**src/rtl/nic_pkg.sv**
```systemverilog
// shared types, constants and codes for the nibble cpu core
package nic_pkg;

	localparam int MemBytes   = 1024;
	localparam int MemAw      = $clog2(MemBytes);
	localparam int StackDepth = 128;
	localparam int StackAw    = $clog2(StackDepth);
	localparam int StackCw    = $clog2(StackDepth + 1);
	localparam int RegCount   = 16;

	typedef struct packed {
		logic       cmd;
		logic [9:0] addr;
		logic [7:0] data;
	} nic_in_t;

	typedef struct packed {
		logic [9:0]         pc;
		logic               halted;
		logic [1:0]         event_res;
		logic [3:0]         reg_index;
		logic signed [31:0] reg_value;
		logic               last;
	} nic_out_t;

	localparam logic [1:0] EV_NONE  = 2'd0;
	localparam logic [1:0] EV_DUMP  = 2'd1;
	localparam logic [1:0] EV_MEMRQ = 2'd2;
	localparam logic [1:0] EV_STACK = 2'd3;

	localparam logic [3:0] OP_HALT  = 4'd0;
	localparam logic [3:0] OP_ADD   = 4'd1;
	localparam logic [3:0] OP_AND   = 4'd2;
	localparam logic [3:0] OP_DIV   = 4'd3;
	localparam logic [3:0] OP_MUL   = 4'd4;
	localparam logic [3:0] OP_SUB   = 4'd5;
	localparam logic [3:0] OP_OR    = 4'd6;
	localparam logic [3:0] OP_STACK = 4'd7;
	localparam logic [3:0] OP_INT   = 4'd8;
	localparam logic [3:0] OP_ADDI  = 4'd9;
	localparam logic [3:0] OP_BEQ   = 4'd10;
	localparam logic [3:0] OP_BLT   = 4'd11;
	localparam logic [3:0] OP_JMP   = 4'd12;
	localparam logic [3:0] OP_CALL  = 4'd13;
	localparam logic [3:0] OP_LOAD  = 4'd14;
	localparam logic [3:0] OP_STORE = 4'd15;

	typedef enum logic [3:0] {
		ST_IDLE, ST_FETCH, ST_DEC, ST_RDY, ST_EXEC, ST_DIV, ST_MEMRD, ST_MEMWB,
		ST_STKRD, ST_STKWB, ST_OUT, ST_DUMP
	} nic_state_t;

	// divider handshake
	typedef struct packed {
		logic start;
	} nic_div_ctl_t;

	typedef struct packed {
		logic busy;
		logic done;
	} nic_div_sts_t;

endpackage

```
**src/rtl/nic_divider.sv**
```systemverilog
// iterative signed 32-bit divider, one quotient bit per cycle
module nic_divider import nic_pkg::*; (
	input  logic         clk,
	input  logic         arst_n,
	input  nic_div_ctl_t ctl,
	input  logic [31:0]  num,
	input  logic [31:0]  den,
	output nic_div_sts_t sts,
	output logic [31:0]  quo
);

	logic [31:0] rem_q, q_q, d_q;
	logic [5:0]  cnt_q;
	logic        neg_q, zero_q, busy_q, done_q;
	logic [32:0] trial;
	logic [31:0] rem_sh;

	assign rem_sh = {rem_q[30:0], q_q[31]};
	assign trial  = {1'b0, rem_sh} - {1'b0, d_q};

	always_ff @(posedge clk or negedge arst_n) begin
		if (!arst_n) begin
			busy_q <= 1'b0;
			done_q <= 1'b0;
			cnt_q  <= '0;
		end else begin
			done_q <= 1'b0;
			if (ctl.start) begin
				busy_q <= 1'b1;
				cnt_q  <= 6'd32;
			end else if (busy_q) begin
				cnt_q <= cnt_q - 6'd1;
				if (cnt_q == 6'd1) begin
					busy_q <= 1'b0;
					done_q <= 1'b1;
				end
			end
		end
	end

	always_ff @(posedge clk) begin
		if (ctl.start) begin
			rem_q  <= '0;
			q_q    <= num[31] ? (~num + 32'd1) : num;
			d_q    <= den[31] ? (~den + 32'd1) : den;
			neg_q  <= num[31] ^ den[31];
			zero_q <= (den == 32'd0);
		end else if (busy_q) begin
			if (!trial[32]) begin
				rem_q <= trial[31:0];
				q_q   <= {q_q[30:0], 1'b1};
			end else begin
				rem_q <= rem_sh;
				q_q   <= {q_q[30:0], 1'b0};
			end
		end
	end

	always_comb begin
		if (zero_q) quo = '0;
		else if (neg_q) quo = ~q_q + 32'd1;
		else quo = q_q;
	end

	assign sts.busy = busy_q;
	assign sts.done = done_q;

endmodule

```
**config.mk**
```make
export PLATFORM = sky130hd
export DESIGN_NAME = nic_divider
export DESIGN_NICKNAME = d
export VERILOG_FILES = /design/src/rtl/nic_pkg.sv /design/src/rtl/nic_divider.sv
export SDC_FILE = /design/constraint.sdc
export NUM_CORES = 1
export LEC_CHECK = 0
export BUFFER_PORTS_ARGS = -buffer_cell sky130_fd_sc_hd__buf_4
export CORE_MARGIN = 2
export CORE_UTILIZATION = 35
export DETAILED_ROUTE_END_ITERATION = 6
export MAX_ROUTING_LAYER = met4
export PLACE_DENSITY = 0.58
export SLEW_MARGIN = 15
export SYNTH_ARGS = -nofsm -noshare
export SYNTH_HDL_FRONTEND = slang
export SYNTH_SLANG_ARGS = --single-unit
```
**constraint.sdc**
```tcl
create_clock -name clk -period 6.3 [get_ports clk]
set_clock_uncertainty 0.1 [all_clocks]
set_input_delay 0.945 -clock clk [delete_from_list [all_inputs] [get_ports clk]]
set_output_delay 0.945 -clock clk [all_outputs]
set_load 0.03 [all_outputs]
```
==> impl_metrics.tcl, run 1 <==
set metrics [dict create \
    status "completed" \
    synth-simple-area-share_pct 19.1 \
    postPlaceCellArea_um2 8720 \
    io_buffers 100 \
    yosysSeqAreaShare_pct 36.1 \
    r2r_start "q_q[31]" \
    dieArea_um2 23400 \
    min_period_over_period_pct 73.1 \
    relSlewSlack_pct 26.2 \
    crit_required_ps 5250 \
    fp.dieH_um 153 \
    yosys-top-cells-area "edfxtp_1 26%, dfxtp_1 8.0%, xor2_1 7.9%" \
    finish.utilization_pct 41.5 \
    synthCells 917 \
    period_needed_ps 4600 \
    cts_root_buffer "clkbuf_16" \
    syn_area_um2 7750 \
    synth_nets 1022 \
    pin_count 101 \
    synth_most_common_cell "nor2_1" \
    ff2ff_setup_slack_ps 2490 \
    synth_top_area_share_pct 25.6 \
    route.detailed.wl_per_inst_um 14.7 \
    grt_usage_pct 16.8 \
    async_flop_share_pct 7.62 \
    numCtsBuffers 9 \
    start_util_pct 35.6 \
    gr-total-overflow 0 \
    setup_viol 0 \
    cp-end-kind "primary output" \
    grt_max_degree 82 \
    synth_commonest_cells "118 x nor2_1, 98 x nand2_1, 70 x xor2_1" \
    nets 1089 \
    hold_class "in2async" \
    ant_nets 0 \
    ys_ff_latch 105 \
    r2r-end "rem_q[2]" \
    synth_edf_count 66 \
    grt_pass1_wl_um 31500 \
    cts_buffer_depth 2 \
    routed-via-count 6637 \
    grt_pass1_vias 6258 \
    synth.area.mux_share_pct 0.258 \
    clk_pin_slew_ps 80 \
    antenna_found_initial 1 \
    fp.dieW_um 153 \
    ys.flop_type "edfxtp_1" \
    hold-worst-slack_ps 292 \
    worst-setup-path-type "reg2out" \
    synth_top_family_by_area "compound AO/OA/AOI/OAI gates" \
    regArea_um2 2800 \
    gp_congestion 0.822 \
    synth_compound_area_share_pct 20.0 \
    multi_input_area_um2 4570 \
    dp_hpwl_um 13700 \
    drive_gt1_share_pct 13.8 \
    post_cts_buffers 0 \
    synth_top_area_cell "edfxtp_1" \
    crit_fanout 4 \
    final_area_um2 9020 \
    vias_per_cell 5.23 \
    firstDrtPassIters 5 \
    fmax_ghz 0.217 \
    drv_cap 0 \
    core_um2 21800 \
    rsz0062_at_grt "no" \
    areaGrowthSynthToFinish_pct 16.3 \
    reg2reg_depth 12 \
    h-tree-depth 3 \
    vdd_drop_max_mv 0.126 \
    syn_avg_cell_area_um2 8.46 \
    startpoint_type "flop" \
    cts_tree "done" \
    worst_pin_slew_ps 1110 \
    hold_viol 0 \
    synth_fa_ha_area_share_pct 6.23 \
    tns_ps 0 \
    yosysUniqueCellTypes 60 \
    hold_buffers 0 \
    pwr_density_cell_nw_per_um2 266 \
    clock_sinks 105 \
    yosysWarnings 0 \
    ctsResizeCount 0 \
    drtIter0Drc 330 \
    n_fill_cell 2209 \
    drcViolationCount 0 \
    rows 54 \
    leakagePower_nw 3.61 \
    arrival_ps 3560 \
    clk_latency_ps 350 \
    routed_wl_um 18600 \
    slew_viol_final 0 \
    synth-xor-area-share_pct 13.2 \
]
[logic make-up after synthesis]
family	count (synthesis)
flops	105
simple gates	317
xor+xnor	117
compound gates	236
mux	2
fa+ha+maj	38
buf+inv	102
[power by group]
group          total [mW]  internal [mW]  switching, mW
logic               0.861          0.359          0.502
clock network       0.585          0.313          0.272
registers           0.955          0.853          0.102
total                2.40           1.53          0.876
[area by class of cell]
cell class | instances | share of cell area, %
well taps | 280 | 3.88
repair buffers | 105 | 8.74
multi-input cells | 710 | 50.7
clock buffers | 9 | 2.50
inverters | 53 | 2.21
diodes | 1 | 0.0277
clock inverters | 7 | 0.860
flip-flops and latches | 105 | 31.1
[worst max-delay path by stage]
stage                start      end  slack [ps]
finish              q_q[5]  quo[26]        1700
global route        q_q[5]  quo[26]        1320
CTS                 q_q[5]  quo[26]        1680
detailed placement  q_q[5]  quo[26]        2070
global placement    q_q[5]  quo[26]        2120
floorplan           q_q[5]  quo[26]        2270
[routing by layer]
| metal | up-vias | GRT usage, % | share of wire [%] |
|---|---|---|---|
| li1 | 3408 | - | - |
| met1 | 3112 | 21.8 | 48 |
| met2 | 102 | 27.1 | 46 |
| met3 | 15 | 2.84 | 4.3 |
| met4 | 0 | 4.67 | 1.6 |
| met5 | - | - | 0 |
[critical path, stage by stage, from the launching register on]
cell,delay [ps]
edfxtp_1,450
nor4_1,460
nand2b_1,120
nand2b_1,190
or4_1,510
nand2b_1,220
or4_1,480
o41ai_1,320
xor2_1,170
nor2_1,50
buf_4,210
[cell usage in the layout (no fill, tap or decap), types with 5 or more instances in the layout]
cell type,instances
nor3_1,13
o211ai_1,7
xnor2_1,47
clkbuf_16,9
nand2b_1,11
o21ai_0,47
o31ai_1,27
a21o_1,9
o41ai_1,16
nand3_1,11
nor2b_1,8
dfxtp_1,31
xor2_1,70
dfrtp_1,7
inv_1,53
o21a_1,5
or3_1,12
nand4_1,7
a21oi_1,69
buf_4,105
nand2_1,98
a31oi_1,6
or4_1,13
a311oi_1,24
nor4_1,6
nor2_1,118
ha_1,37
edfxtp_1,66
[flip-flops by register name, indices dropped and copies added (netlist names)]
register	flops
q_q	32
d_q	32
zero_q	1
cnt_q	6
rem_q	31
neg_q	1
done_q	1
busy_q	1
[metrics by stage]
stage / power (mW) / setup slack (ps) / cells
after floorplan: 1.58 / 2270 / 917
after detailed placement: 1.83 / 2070 / 1253
after global placement: 1.83 / 2120 / 1253
final: 2.40 / 1700 / 1270
after CTS: 2.42 / 1680 / 1269
after global routing: 2.57 / 1320 / 1270
Power figures use the tool's default switching activity.
==> run 2: changes to the inputs <==
PLACE_DENSITY = 0.6   (was 0.58)
clock period = 3.9 ns   (was 6.3 ns; I/O delays follow)
==> run 2 against run 1 <==
  * The run now ends with negative setup slack left
  * Worst hold slack improved by 56 ps
  * Sequential power increased by 63%
  * Cell count increased by 1.2%
  * Global-route usage decreased by 0.40 points
  * Worst setup slack got worse by 1700 ps
  * Critical path type unchanged
  * Critical endpoint unchanged
  * Highest routed layer unchanged
==> impl_metrics.tcl, run 2 (synthesis gave the netlist of run 1 again) <==
set metrics [dict create \
    grt_pass1_wl_um 30800 \
    dp_hpwl_um 13900 \
    grt_max_degree 63 \
    clock_sinks 105 \
    gp_congestion 0.843 \
    pwr_density_cell_nw_per_um2 422 \
    core_um2 21800 \
    cp-end-kind "primary output" \
    hold_class "in2reg" \
    wl_met1_um 9140 \
    fin_total_pwr_mw 3.90 \
    clk_pin_slew_ps 70 \
    ff2ff_setup_slack_ps 390 \
    final_cell_count_no_fill 1285 \
    start_util_pct 35.6 \
    routed.top_layer "met4" \
    relSlewSlack_pct 23.2 \
    drcViolationCount 0 \
    cts_buffer_depth 2 \
    worst-setup-path-type "reg2out" \
    period_needed_ps 3940 \
    setup_viol 3 \
    grt_usage_pct 16.4 \
    antenna_found_initial 0 \
    setup_slack_ps -37.8 \
    reg.largest.list "d_q x32, q_q x32, rem_q x31" \
    rsz0062_at_grt "yes" \
    vdd_drop_max_mv 0.205 \
    cts_tree "done" \
    nets 1104 \
    final_common_cell "buf_4" \
    drv_cap 0 \
    crit_fanout 4 \
    final_area_um2 9240 \
    rows 54 \
    dieArea_um2 23400 \
    routed_wl_um 18900 \
    grt_pass1_vias 6278 \
    postPlaceCellArea_um2 8780 \
    routed-via-count 6653 \
    crit_required_ps 3210 \
    startpoint_type "flop" \
    vias_per_cell 5.18 \
    min_period_over_period_pct 101 \
    fmax_ghz 0.254 \
    final_cell_mix "119 x buf_4, 118 x nor2_1, 98 x nand2_1" \
    gr-total-overflow 0 \
    h-tree-depth 3 \
    worst_pin_slew_ps 1150 \
    ant_nets 0 \
    hold-worst-slack_ps 348 \
    status "finished with violations" \
    cts_root_buffer "clkbuf_16" \
    finish.utilization_pct 42.5 \
    clk_latency_ps 360 \
    pin_count 101 \
    wl_met3_um 632 \
    dpl_worst_slack_ps 166 \
    tns_ps -68.6 \
    hold_viol 0 \
    numCtsBuffers 9 \
    route.detailed.wl_per_inst_um 14.7 \
    slew_viol_final 0 \
    drtIter0Drc 351 \
    drive_gt1_share_pct 16.3 \
    areaGrowthSynthToFinish_pct 19.2 \
    dp_cells 1262 \
    fp.dieW_um 153 \
    n_fill_cell 2210 \
    leakagePower_nw 3.72 \
    arrival_ps 3250 \
    io_buffers 100 \
    fp.dieH_um 153 \
    firstDrtPassIters 4 \
    failed_checks "negative setup slack" \
    met2_length_um 8850 \
]
-- run 2: layout make-up --
| class | count | area (um2) | area share, % |
|---|---|---|---|
| Sequential cell | 105 | 2800 | 30.3 |
| Tap cell | 280 | 350 | 3.79 |
| Multi-Input combinational cell | 710 | 4690 | 50.8 |
| Clock inverter | 5 | 36.3 | 0.393 |
| Clock buffer | 11 | 254 | 2.75 |
| Timing Repair Buffer | 120 | 903 | 9.77 |
| Inverter | 53 | 199 | 2.15 |
| Antenna cell | 1 | 2.50 | 0.0271 |
-- run 2: what timing repair did --
item	in CTS	in global routing
hold endpoints to repair	8	0
setup buffers	1	4
pin swaps	0	4
hold buffers	1	0
endpoints found under the setup margin	5	6
resized for setup	5	16
-- run 2: where the power goes --
part	internal [mW]	switching, mW
logic	0.615	0.822
clock network	0.476	0.429
registers	1.38	0.181
-- run 2: path summary, 6_finish.rpt --
check / to / start / cells after the start
worst min register to register: rem_q[24] / rem_q[23] / 2
max in group asynchronous: busy_q / arst_n / 2
worst min-delay path: d_q[0] / den[0] / 1
worst max-delay path: quo[26] / q_q[6] / 10
worst max register to register: rem_q[30] / q_q[31] / 13
min in group asynchronous: cnt_q[3] / arst_n / 2
-- run 2: critical path: stages, from the launching register on --
cell	delay (ps)
edfxtp_1	430
nor4_2	350
nand2b_1	110
nand2b_4	160
or4_4	440
nand2b_4	160
or4_4	600
o41ai_4	230
xor2_1	160
nor2_1	50
buf_4	210
-- run 2: routing by layer --
| metal | vias to the layer above | track usage, % |
|---|---|---|
| met4 | 0 | 4.59 |
| met5 | - | - |
| met3 | 12 | 2.35 |
| li1 | 3456 | - |
| met1 | 3100 | 21.8 |
| met2 | 85 | 26.1 |
